--- src/mig_pkg.sv ---
// ----------------------------------------------------------------------------
// mig_pkg: shared definitions for the meter info group checker
// Character codes, field capacities and the token passed from the front
// classifier to the group engine.
// ----------------------------------------------------------------------------
`default_nettype none

package mig_pkg;

  localparam int MAX_LABEL_CHARS = 8;
  localparam int MAX_VALUE_CHARS = 12;

  // storage slots; value slots never drop below what the output shows
  localparam int LBL_SLOTS = 8;
  localparam int VAL_SLOTS = (MAX_VALUE_CHARS > 12) ? MAX_VALUE_CHARS : 12;
  localparam int LCNT_W    = $clog2(MAX_LABEL_CHARS + 1);
  localparam int VCNT_W    = $clog2(MAX_VALUE_CHARS + 1);

  localparam int FIFO_DEPTH = 4;
  localparam int FPTR_W     = $clog2(FIFO_DEPTH);
  localparam int FCNT_W     = $clog2(FIFO_DEPTH + 1);

  localparam logic [6:0] CH_STX = 7'h02;
  localparam logic [6:0] CH_ETX = 7'h03;
  localparam logic [6:0] CH_LF  = 7'h0A;
  localparam logic [6:0] CH_CR  = 7'h0D;
  localparam logic [6:0] CH_SP  = 7'h20;
  localparam logic [5:0] SUM_BASE = 6'd32;

  typedef enum logic [2:0] {
    TOK_OPEN,
    TOK_ETX,
    TOK_LF,
    TOK_CR,
    TOK_CHAR
  } tok_kind_e;

  typedef struct packed {
    tok_kind_e  kind;
    logic [6:0] ch;
  } tok_t;

  typedef struct packed {
    logic valid;
    tok_t tok;
  } tok_beat_t;

endpackage

`default_nettype wire

--- src/mig_if.sv ---
// ----------------------------------------------------------------------------
// mig channel interfaces
// Receive byte channel and result channel, valid/ready handshake.
// ----------------------------------------------------------------------------
`default_nettype none


interface mig_res_if;
  logic        valid;
  logic        ready;
  logic        result_kind;
  logic [55:0] label_text;
  logic [3:0]  label_length;
  logic [55:0] value_text_low;
  logic [27:0] value_text_high;
  logic [3:0]  value_length;
  logic        check_good;
  logic        frame_good;
  logic        field_overflow;

  modport source (output valid, output result_kind, output label_text,
                  output label_length, output value_text_low,
                  output value_text_high, output value_length,
                  output check_good, output frame_good,
                  output field_overflow, input ready);
  modport sink   (input valid, input result_kind, input label_text,
                  input label_length, input value_text_low,
                  input value_text_high, input value_length,
                  input check_good, input frame_good,
                  input field_overflow, output ready);
endinterface

`default_nettype wire

--- src/mig_back.sv ---
// ----------------------------------------------------------------------------
// mig_back: group engine
// Runs the group grammar on classified tokens, accumulates the check sum,
// stores label and value characters and holds results in an output register.
// ----------------------------------------------------------------------------
`default_nettype none

module mig_back (
  input  wire logic                clk_i,
  input  wire logic                rst_ni,
  input  wire mig_pkg::tok_beat_t  head_i,
  output logic                     pop_o,
  mig_res_if.source                res_o
);

  typedef enum logic [2:0] {
    PH_IDLE,
    PH_LABEL,
    PH_VALUE,
    PH_CHECK,
    PH_END,
    PH_BROKEN
  } phase_e;

  phase_e                     phase_q, phase_d;
  logic                       fag_q, fag_d;
  logic                       seen_q, seen_d;
  logic                       ovf_q, ovf_d;
  logic [5:0]                 sum_q, sum_d;
  logic [6:0]                 chk_q, chk_d;
  logic [6:0]                 lbl_q [mig_pkg::LBL_SLOTS];
  logic [6:0]                 lbl_d [mig_pkg::LBL_SLOTS];
  logic [6:0]                 val_q [mig_pkg::VAL_SLOTS];
  logic [6:0]                 val_d [mig_pkg::VAL_SLOTS];
  logic [mig_pkg::LCNT_W-1:0] lcnt_q, lcnt_d;
  logic [mig_pkg::VCNT_W-1:0] vcnt_q, vcnt_d;

  logic        out_vld_q, out_vld_d;
  logic        emit;
  logic        r_kind, r_chk, r_fgood, r_ovf;
  logic [6:0]  expect_ch;
  logic        malformed;
  logic [55:0] lbl_vis;
  logic [83:0] val_vis;
  logic [4:0]  vcnt_ext;

  logic        o_kind_q, o_chk_q, o_fgood_q, o_ovf_q;
  logic [55:0] o_lbl_q;
  logic [3:0]  o_llen_q;
  logic [83:0] o_val_q;
  logic [3:0]  o_vlen_q;

  assign expect_ch = {1'b0, sum_q} + 7'd32;
  assign malformed = (phase_q != PH_END);
  assign vcnt_ext  = 5'(vcnt_q);

  always_comb begin
    for (int i = 0; i < mig_pkg::LBL_SLOTS; i++) begin
      lbl_vis[7*i +: 7] = lbl_q[i];
    end
    for (int i = 0; i < 12; i++) begin
      val_vis[7*i +: 7] = val_q[i];
    end
  end

  // result classification of the head token
  always_comb begin
    emit    = 1'b0;
    r_kind  = 1'b0;
    r_chk   = 1'b0;
    r_fgood = 1'b0;
    r_ovf   = 1'b0;
    if (head_i.valid) begin
      if (head_i.tok.kind == mig_pkg::TOK_ETX) begin
        emit    = 1'b1;
        r_kind  = 1'b1;
        r_fgood = seen_q && fag_q && (phase_q == PH_IDLE);
      end else if (head_i.tok.kind == mig_pkg::TOK_CR && phase_q != PH_IDLE) begin
        emit  = 1'b1;
        r_chk = !malformed && (expect_ch == chk_q);
        r_ovf = malformed || ovf_q;
      end
    end
  end

  assign pop_o     = head_i.valid && (!emit || !out_vld_q || res_o.ready);
  assign out_vld_d = (pop_o && emit) ? 1'b1 : (res_o.ready ? 1'b0 : out_vld_q);

  always_comb begin
    phase_d = phase_q;
    fag_d   = fag_q;
    seen_d  = seen_q;
    ovf_d   = ovf_q;
    sum_d   = sum_q;
    chk_d   = chk_q;
    lbl_d   = lbl_q;
    val_d   = val_q;
    lcnt_d  = lcnt_q;
    vcnt_d  = vcnt_q;
    if (pop_o) begin
      unique case (head_i.tok.kind)
        mig_pkg::TOK_OPEN, mig_pkg::TOK_LF: begin
          if (head_i.tok.kind == mig_pkg::TOK_OPEN) begin
            phase_d = PH_IDLE;
            fag_d   = 1'b1;
            seen_d  = 1'b0;
          end else begin
            if (phase_q != PH_IDLE) fag_d = 1'b0;
            phase_d = PH_LABEL;
          end
          sum_d  = mig_pkg::SUM_BASE;
          chk_d  = '0;
          lcnt_d = '0;
          vcnt_d = '0;
          ovf_d  = 1'b0;
          for (int i = 0; i < mig_pkg::LBL_SLOTS; i++) lbl_d[i] = '0;
          for (int i = 0; i < mig_pkg::VAL_SLOTS; i++) val_d[i] = '0;
        end
        mig_pkg::TOK_ETX: begin
          if (phase_q != PH_IDLE) fag_d = 1'b0;
          phase_d = PH_IDLE;
        end
        mig_pkg::TOK_CR: begin
          if (phase_q != PH_IDLE) begin
            if (!r_chk) fag_d = 1'b0;
            seen_d  = 1'b1;
            phase_d = PH_IDLE;
          end
        end
        mig_pkg::TOK_CHAR: begin
          unique case (phase_q)
            PH_LABEL: begin
              if (head_i.tok.ch == mig_pkg::CH_SP) begin
                phase_d = PH_VALUE;
              end else begin
                sum_d = sum_q + head_i.tok.ch[5:0];
                if (4'(lcnt_q) < 4'(mig_pkg::MAX_LABEL_CHARS)) begin
                  for (int i = 0; i < mig_pkg::LBL_SLOTS; i++) begin
                    if (4'(lcnt_q) == 4'(i)) lbl_d[i] = head_i.tok.ch;
                  end
                  lcnt_d = lcnt_q + 1'b1;
                end else begin
                  ovf_d = 1'b1;
                end
              end
            end
            PH_VALUE: begin
              if (head_i.tok.ch == mig_pkg::CH_SP) begin
                phase_d = PH_CHECK;
              end else begin
                sum_d = sum_q + head_i.tok.ch[5:0];
                if (vcnt_ext < 5'(mig_pkg::MAX_VALUE_CHARS)) begin
                  for (int i = 0; i < mig_pkg::VAL_SLOTS; i++) begin
                    if (vcnt_ext == 5'(i)) val_d[i] = head_i.tok.ch;
                  end
                  vcnt_d = vcnt_q + 1'b1;
                end else begin
                  ovf_d = 1'b1;
                end
              end
            end
            PH_CHECK: begin
              chk_d   = head_i.tok.ch;
              phase_d = PH_END;
            end
            PH_END:  phase_d = PH_BROKEN;
            default: phase_d = phase_q;
          endcase
        end
        default: phase_d = phase_q;
      endcase
    end
  end

  always_ff @(posedge clk_i or negedge rst_ni) begin
    if (!rst_ni) begin
      phase_q   <= PH_IDLE;
      fag_q     <= 1'b0;
      seen_q    <= 1'b0;
      out_vld_q <= 1'b0;
    end else begin
      phase_q   <= phase_d;
      fag_q     <= fag_d;
      seen_q    <= seen_d;
      out_vld_q <= out_vld_d;
    end
  end

  // group stores and result payload
  always_ff @(posedge clk_i) begin
    ovf_q  <= ovf_d;
    sum_q  <= sum_d;
    chk_q  <= chk_d;
    lbl_q  <= lbl_d;
    val_q  <= val_d;
    lcnt_q <= lcnt_d;
    vcnt_q <= vcnt_d;
    if (pop_o && emit) begin
      o_kind_q  <= r_kind;
      o_chk_q   <= r_chk;
      o_fgood_q <= r_fgood;
      o_ovf_q   <= r_ovf;
      o_lbl_q   <= r_kind ? '0 : lbl_vis;
      o_llen_q  <= r_kind ? '0 : 4'(lcnt_q);
      o_val_q   <= r_kind ? '0 : val_vis;
      o_vlen_q  <= r_kind ? '0 : vcnt_ext[3:0];
    end
  end

  assign res_o.valid           = out_vld_q;
  assign res_o.result_kind     = o_kind_q;
  assign res_o.label_text      = o_lbl_q;
  assign res_o.label_length    = o_llen_q;
  assign res_o.value_text_low  = o_val_q[55:0];
  assign res_o.value_text_high = o_val_q[83:56];
  assign res_o.value_length    = o_vlen_q;
  assign res_o.check_good      = o_chk_q;
  assign res_o.frame_good      = o_fgood_q;
  assign res_o.field_overflow  = o_ovf_q;

`ifndef SYNTHESIS
  a_stall_hold: assert property (@(posedge clk_i) disable iff (!rst_ni)
    (out_vld_q && !res_o.ready) |=> out_vld_q && $stable(o_kind_q) && $stable(o_lbl_q)
    && $stable(o_val_q)) else $error("stalled result changed");
  a_frame_fields: assert property (@(posedge clk_i) disable iff (!rst_ni)
    (out_vld_q && o_kind_q) |-> (o_llen_q == '0 && o_vlen_q == '0 && !o_chk_q
    && !o_ovf_q)) else $error("frame result carries group fields");
  a_group_fields: assert property (@(posedge clk_i) disable iff (!rst_ni)
    (out_vld_q && !o_kind_q) |-> !o_fgood_q && (!o_chk_q || !o_ovf_q || o_llen_q <= 4'd8))
    else $error("group result carries frame verdict");
  a_no_overrun: assert property (@(posedge clk_i) disable iff (!rst_ni)
    (head_i.valid && emit && out_vld_q && !res_o.ready) |=> $stable(phase_q))
    else $error("engine advanced over a stalled result");
`endif

endmodule

`default_nettype wire

--- src/flat_wrapper.sv ---
// flat-port wrapper written by rule: the top's interface ports become plain ports
module mig_back_flat 
  (clk_i, rst_ni, head_i, pop_o, res_o_valid, res_o_result_kind, res_o_label_text, res_o_label_length, res_o_value_text_low, res_o_value_text_high, res_o_value_length, res_o_check_good, res_o_frame_good, res_o_field_overflow, res_o_ready);
  mig_res_if res_o_i ();
  input  wire logic clk_i;
  input  wire logic rst_ni;
  input  wire mig_pkg::tok_beat_t head_i;
  output logic pop_o;
  output wire logic [$bits(res_o_i.valid)-1:0] res_o_valid;
  output wire logic [$bits(res_o_i.result_kind)-1:0] res_o_result_kind;
  output wire logic [$bits(res_o_i.label_text)-1:0] res_o_label_text;
  output wire logic [$bits(res_o_i.label_length)-1:0] res_o_label_length;
  output wire logic [$bits(res_o_i.value_text_low)-1:0] res_o_value_text_low;
  output wire logic [$bits(res_o_i.value_text_high)-1:0] res_o_value_text_high;
  output wire logic [$bits(res_o_i.value_length)-1:0] res_o_value_length;
  output wire logic [$bits(res_o_i.check_good)-1:0] res_o_check_good;
  output wire logic [$bits(res_o_i.frame_good)-1:0] res_o_frame_good;
  output wire logic [$bits(res_o_i.field_overflow)-1:0] res_o_field_overflow;
  input wire logic [$bits(res_o_i.ready)-1:0] res_o_ready;
  assign res_o_valid = res_o_i.valid;
  assign res_o_result_kind = res_o_i.result_kind;
  assign res_o_label_text = res_o_i.label_text;
  assign res_o_label_length = res_o_i.label_length;
  assign res_o_value_text_low = res_o_i.value_text_low;
  assign res_o_value_text_high = res_o_i.value_text_high;
  assign res_o_value_length = res_o_i.value_length;
  assign res_o_check_good = res_o_i.check_good;
  assign res_o_frame_good = res_o_i.frame_good;
  assign res_o_field_overflow = res_o_i.field_overflow;
  assign res_o_i.ready = res_o_ready;
  mig_back u_core (.clk_i(clk_i), .rst_ni(rst_ni), .head_i(head_i), .pop_o(pop_o), .res_o(res_o_i));
endmodule
--- config.mk ---
export PLATFORM = sky130hd
export DESIGN_NAME = mig_back_flat
export DESIGN_NICKNAME = d
export VERILOG_FILES = /design/src/mig_pkg.sv /design/src/mig_if.sv /design/src/mig_back.sv /design/src/flat_wrapper.sv
export SDC_FILE = /design/constraint.sdc
export NUM_CORES = 1
export LEC_CHECK = 0
export ABC_CLOCK_PERIOD_IN_PS = 9000
export BUFFER_PORTS_ARGS = -buffer_cell sky130_fd_sc_hd__buf_4
export CAP_MARGIN = 20
export CORE_ASPECT_RATIO = 2
export CORE_MARGIN = 5
export CORE_UTILIZATION = 50
export DETAILED_ROUTE_END_ITERATION = 10
export GPL_ROUTABILITY_DRIVEN = 0
export GPL_TIMING_DRIVEN = 1
export PLACE_DENSITY = 0.71
export SLEW_MARGIN = 40
export SYNTH_ARGS = -nofsm -noshare
export SYNTH_HDL_FRONTEND = slang
export SYNTH_SLANG_ARGS = --single-unit
--- constraint.sdc ---
create_clock -name clk_i -period 9 [get_ports clk_i]
set_clock_uncertainty 0.15 [all_clocks]
set_input_delay 1.8 -clock clk_i [delete_from_list [all_inputs] [get_ports clk_i]]
set_output_delay 1.8 -clock clk_i [all_outputs]
set_load 0.02 [all_outputs]
Yosys cells after proc, flatten, opt, wreduce, memory -nomap -nowiden
Cells that the tools add are included.

operators by class
  reduce and logical (&&, ||, !) cells = 54
  equal/unequal tests = 67
  bitwise operators = 2
  mux-type cells = 71
  add/subtract/negate cells = 4
  $lt $le $gt $ge = 2

operators by type and width
  operator            count
  $mux 84             3
  $mux 56             3
  $pmux 84 s2         1
  $mux 7              21
  $reduce_and 6->1    21
  $pmux 56 s2         1
  $ne 2x1->1 const B  24
  $eq 4x3->1 const B  8
  $mux 4              6
  $pmux 3 s4          2
  $mux 1              21
  $eq 4x2->1 const B  4
  $eq 4x4->1 const B  4
  $pmux 4 s2          2
  $ne 3x3->1 const B  5
  $pmux 7 s2          1
  $eq 3x2->1 const B  4
  $mux 6              2
  $ne 2x2->1 const B  6
  $pmux 6 s2          1
  $reduce_and 4->1    3
  $reduce_and 5->1    2
  $mux 3              3
  $ne 3x2->1 const B  3
  other kinds (27)    49

word-level totals
  bits of input ports = 14
  register bits after elaboration = 320

Logic depth before layout (Yosys ltp)
  depth in word-level cells = 11
  gate-level depth with buffers = 8
  mapped depth without buffers = 8

Worst setup path after synthesis
OpenSTA, ideal clock, no wires.

  kind = input-to-reg
  start point = input head_i[7] (netlist bit)
  end point = register u_core.o_val_q[0], enable pin
  stages = 4
  data arrival time = 6159 ps
  setup slack = 2161 ps
  path buffers = 1
  cell sequence = buf_4 > nor2b_1 > a31oi_1 > and3b_1

between the ends
  cells in the longest elaborated chain, start to end = 10
  elaborated cells on any way between the ends = 11
  classes of those cells = eq/ne: 2; mux: 3; reduce/logical: 6

RTL lines
  what                                line               text
  from (decl)                         flat_wrapper.sv:7  input wire mig_pkg::tok_beat_t head_i;
  $eq 3x2->1                          mig_back.sv:78     end else if (head_i.tok.kind == mig_pkg::TOK_CR && phase_q != PH_IDLE) begin
  $logic_and 1x1->1                   mig_back.sv:78
  $mux 1                              mig_back.sv:78
  $mux 1 (*)                          mig_back.sv:74     if (head_i.tok.kind == mig_pkg::TOK_ETX) begin
  $mux 1 (*)                          mig_back.sv:73     if (head_i.valid) begin
  $logic_not 1->1 (*)                 mig_back.sv:86     assign pop_o = head_i.valid && (!emit || !out_vld_q || res_o.ready);
  $logic_or 1x1->1 (*) (2 in series)  mig_back.sv:86
  $logic_and 1x1->1 (*)               mig_back.sv:86
  named net pop_o                     flat_wrapper.sv:8  output logic pop_o;
  $logic_and 1x1->1 (*)               mig_back.sv:198    if (pop_o && emit) begin
  to (signal assigned)                mig_back.sv:205    o_val_q <= r_kind ? '0 : val_vis;
  to (decl)                           mig_back.sv:50     logic [83:0] o_val_q;

The timed path passes the listed nets; every way through them passes the cells marked *.
A chain may end at the register's enable or synchronous reset.

Final worst setup path
  start point = input res_o_ready
  end point = output pop_o

between the ends
  cells in the longest elaborated chain, start to end = 2

RTL lines
  what               line                text
  from (decl)        flat_wrapper.sv:19  input wire logic [$bits(res_o_i.ready)-1:0] res_o_ready;
  $logic_or 1x1->1   mig_back.sv:86
  $logic_and 1x1->1  mig_back.sv:86
  to (decl)          flat_wrapper.sv:8

Every way passes these cells.

==> impl_metrics.json <==
{
  "r2r.worst_path.cells": 5,
  "yosys_warnings": 0,
  "placed_cells_incl_taps": 1114,
  "synth_seq_area_share_pct": 81.4,
  "final.setup.tns_ns": 0,
  "timing.max_slew.rel_slack_pct": 48.4,
  "critical_path_startpoint_category": "input port",
  "viasPerCell": 5.18,
  "power_density_of_the_placed_cells_mw_per_mm2": 210,
  "buffer_ports.inserted": 167,
  "p_leak_nw": 5.28,
  "seqPwrFrac_pct": 56.7,
  "totalWireLength_mm": 24.1,
  "antenna_cells": 0,
  "hold_crit_depth": 2,
  "netlist_instances": 685,
  "power.clock.fraction_pct": 38.6,
  "grt.met2_usage_pct": 33.3,
  "syn_area_mm2": 0.0118,
  "globalRouteOverflowTotal": 0,
  "first_global_vias": 6075,
  "die_x_um": 118,
  "period_share_pct": 50.1,
  "internal-power_mw": 2.40,
  "p_sw_mw": 0.582,
  "clock_latency_ns": 0.52,
  "net_switching_share_of_the_total_power_pct": 19.5,
  "synth_enable_flop_cells": 314,
  "nNetsFinal": 887,
  "path_category_of_the_worst_min_delay_check": "register to register",
  "timing.final.crit_period_ns": 4.51,
  "yosysUniqueCellTypes": 41,
  "ys_seq_elements": 320,
  "post_cts_buffers": 0,
  "clk_root_buffer_cell": "sky130_fd_sc_hd__clkbuf_16",
  "most-common-layout-cells": "314 x sky130_fd_sc_hd__edfxtp_1, 174 x sky130_fd_sc_hd__buf_4, 150 x sky130_fd_sc_hd__nor2b_1",
  "status": "finished clean",
  "grt_use_met3_pct": 3.06,
  "syn-num-nets": 713,
  "clkSlewWorstSetupHoldPaths_ns": 0.06,
  "grt_use_met1_pct": 19.1,
  "timing.final.hold_violations": 0,
  "layout_commonest_cell": "sky130_fd_sc_hd__edfxtp_1",
  "grt_setup_unrepaired": "false",
  "cts.hold.buffers_added": 0,
  "row_count": 79,
  "tritoncts": "done",
  "post_route_cells_drive_above_1_share_pct": 25.3,
  "final-setup-viol-count": 0,
  "num_vias": 5983,
  "criticalPathCategory": "input port to output pin",
  "layout.cell_area.non_filler_mm2": 0.0142,
  "critPathArrivalTime_ns": 2.56,
  "multi_input_area_mm2": 0.00203,
  "detailedRoute.firstIterationViolations": 400,
  "route.antenna.remaining_nets": 0,
  "core_region_area_mm2": 0.0232,
  "finalNonFillerCells": 1156,
  "cts_num_sinks": 320,
  "post_synth.cell_area_avg_um2": 17.2,
  "num-fill-cells": 1715,
  "worst_slew_pin_slew_ns": 0.772,
  "detail_route.first_pass.iterations": 4,
  "dpl.hpwl_mm": 15.8,
  "cts_max_level": 1,
  "cp.required_ns": 7.05,
  "grt_use_total_pct": 17.5,
  "maxCapViolCount": 0,
  "report.final.slew_viol_count": 0,
  "num_io_pins": 168,
  "place_worst_setup_slack_ns": 4.51,
  "timing.critical_path.fanout_max": 5,
  "end_kind": "output pin",
  "comb_pwr_share_pct": 4.7,
  "post_cts_resize_count": 0,
  "grt_start_max_net_pins": 95,
  "global_route_wire_length_before_repair_mm": 35.8,
  "initial_core_util_pct": 50.7,
  "fp.dieArea_mm2": 0.0269,
  "cts_buffer_depth": 3,
  "synth_async_sr_flop_share_pct": 1.88,
  "globalRoute.busiestLayer": "met2",
  "die_height_um": 227,
  "area_overhead_of_the_layout_relative_to_synthesis_pct": 20.7,
  "postPlaceCellArea_mm2": 0.0133,
  "cts_buffers": 25,
  "final_critical_path_setup_slack_ns": 4.49,
  "seq_area_mm2": 0.00958,
  "detail_route.drc_violations": 0,
  "achievable-frequency_mhz": 222,
  "synth_ff_type": "sky130_fd_sc_hd__edfxtp_1",
  "route.detailed.wl_per_inst_um": 20.9,
  "initial_antenna_violation_count": 0,
  "power.ir.vdd_worst_mv": 0.186,
  "worst_hold_slack_ns": 0.366
}
## flip-flops by register name, indices dropped and copies added, names as in the netlist
signal / cells
u_core.o_val_q: 84
u_core.res_o.field_overflow: 1
u_core.val_q: 84
u_core.res_o.value_length: 4
u_core.res_o.frame_good: 1
u_core.res_o.label_length: 4
u_core.seen_q: 1
u_core.phase_q: 3
u_core.lcnt_q: 4
u_core.fag_q: 1
u_core.res_o.result_kind: 1
u_core.vcnt_q: 4
u_core.res_o.label_text: 56
u_core.chk_q: 7
u_core.lbl_q: 56
u_core.ovf_q: 1
u_core.sum_q: 6
u_core.res_o.check_good: 1
u_core.res_o.valid: 1
## worst max-delay path, cell delays in order
cell                      delay (ns)
sky130_fd_sc_hd__buf_4          0.11
sky130_fd_sc_hd__nor2b_1        0.29
sky130_fd_sc_hd__a31oi_1        0.17
sky130_fd_sc_hd__buf_4          0.19
## cells in the mapped netlist, types with 2 or more instances
| master | instances | area [µm²] |
|---|---|---|
| sky130_fd_sc_hd__nand2_1 | 10 | 37.5 |
| sky130_fd_sc_hd__nand3_1 | 5 | 25.0 |
| sky130_fd_sc_hd__xnor2_1 | 6 | 52.6 |
| sky130_fd_sc_hd__and3b_1 | 2 | 17.5 |
| sky130_fd_sc_hd__clkbuf_1 | 21 | 78.8 |
| sky130_fd_sc_hd__buf_2 | 6 | 30.0 |
| sky130_fd_sc_hd__edfxtp_1 | 314 | 9430 |
| sky130_fd_sc_hd__nor2b_1 | 150 | 938 |
| sky130_fd_sc_hd__inv_1 | 13 | 48.8 |
| sky130_fd_sc_hd__a21o_1 | 4 | 30.0 |
| sky130_fd_sc_hd__nand2b_1 | 5 | 31.3 |
| sky130_fd_sc_hd__o21ai_0 | 6 | 30.0 |
| sky130_fd_sc_hd__nor4_1 | 2 | 12.5 |
| sky130_fd_sc_hd__nor2_1 | 46 | 173 |
| sky130_fd_sc_hd__o21ai_1 | 2 | 10.0 |
| sky130_fd_sc_hd__a31oi_1 | 3 | 18.8 |
| sky130_fd_sc_hd__dfrtp_1 | 6 | 150 |
| sky130_fd_sc_hd__a21oi_1 | 31 | 155 |
| sky130_fd_sc_hd__nor3_1 | 3 | 15.0 |
| sky130_fd_sc_hd__ha_1 | 13 | 163 |
| sky130_fd_sc_hd__xor2_1 | 9 | 78.8 |
| sky130_fd_sc_hd__and3_1 | 9 | 56.3 |
## power groups by stage
stage | Sequential [mW] | Combinational (mW) | Clock, mW
after floorplan | 1.73 | 0.0773 | 0
after global placement | 1.73 | 0.139 | 0
after detailed placement | 1.73 | 0.142 | 0
after CTS | 1.69 | 0.143 | 1.17
after global routing | 1.70 | 0.154 | 1.23
final | 1.69 | 0.141 | 1.15
## area by class of cell
class	instances	share of cell area, %
sequential	320	67.4
inverter	13	0.343
clock buffer	29	4.51
multi-input combinational	323	14.3
tap	283	2.49
clock inverter	12	1.45
timing repair buffer	176	9.47
## routing by layer
metal  wire [µm]  up-vias
met1        8320     2962
met5           0        -
met4         808        0
li1            -     2815
met3        1250       39
met2       13800      167
## cell families after synthesis
group	share of synthesized area, %
AOI/OAI and AO/OA	2.57
adders and majority gates	1.55
DFF	81.4
and+or+nand+nor	11.8
xor gates and xnor gates	1.12
muxes	0.0957
buffers and inverters	1.50
## path summary, 6_finish.rpt
| kind | slack, ns | end | startpoint |
|---|---|---|---|
| min in group asynchronous | 0.93 | u_core.res_o.valid | rst_ni |
| setup reg to reg | 5.86 | u_core.res_o.label_text[47] | u_core.phase_q[2] |
| hold / removal | 0.37 | u_core.fag_q | u_core.fag_q |
| setup / recovery | 4.49 | pop_o | res_o_ready |
| max in group asynchronous | 7.65 | u_core.phase_q[0] | rst_ni |
| hold reg to reg | 0.37 | u_core.fag_q | u_core.fag_q |
## metrics by stage
| step | utilization (%) | power [mW] |
|---|---|---|
| floorplan | - | 1.81 |
| global placement | 57.4 | 1.86 |
| detailed placement | 57.4 | 1.87 |
| CTS | 61.1 | 3.01 |
| global route | 61.2 | 3.08 |
| finish | 61.2 | 2.99 |
No activity file was read; power rests on OpenSTA's default activity.
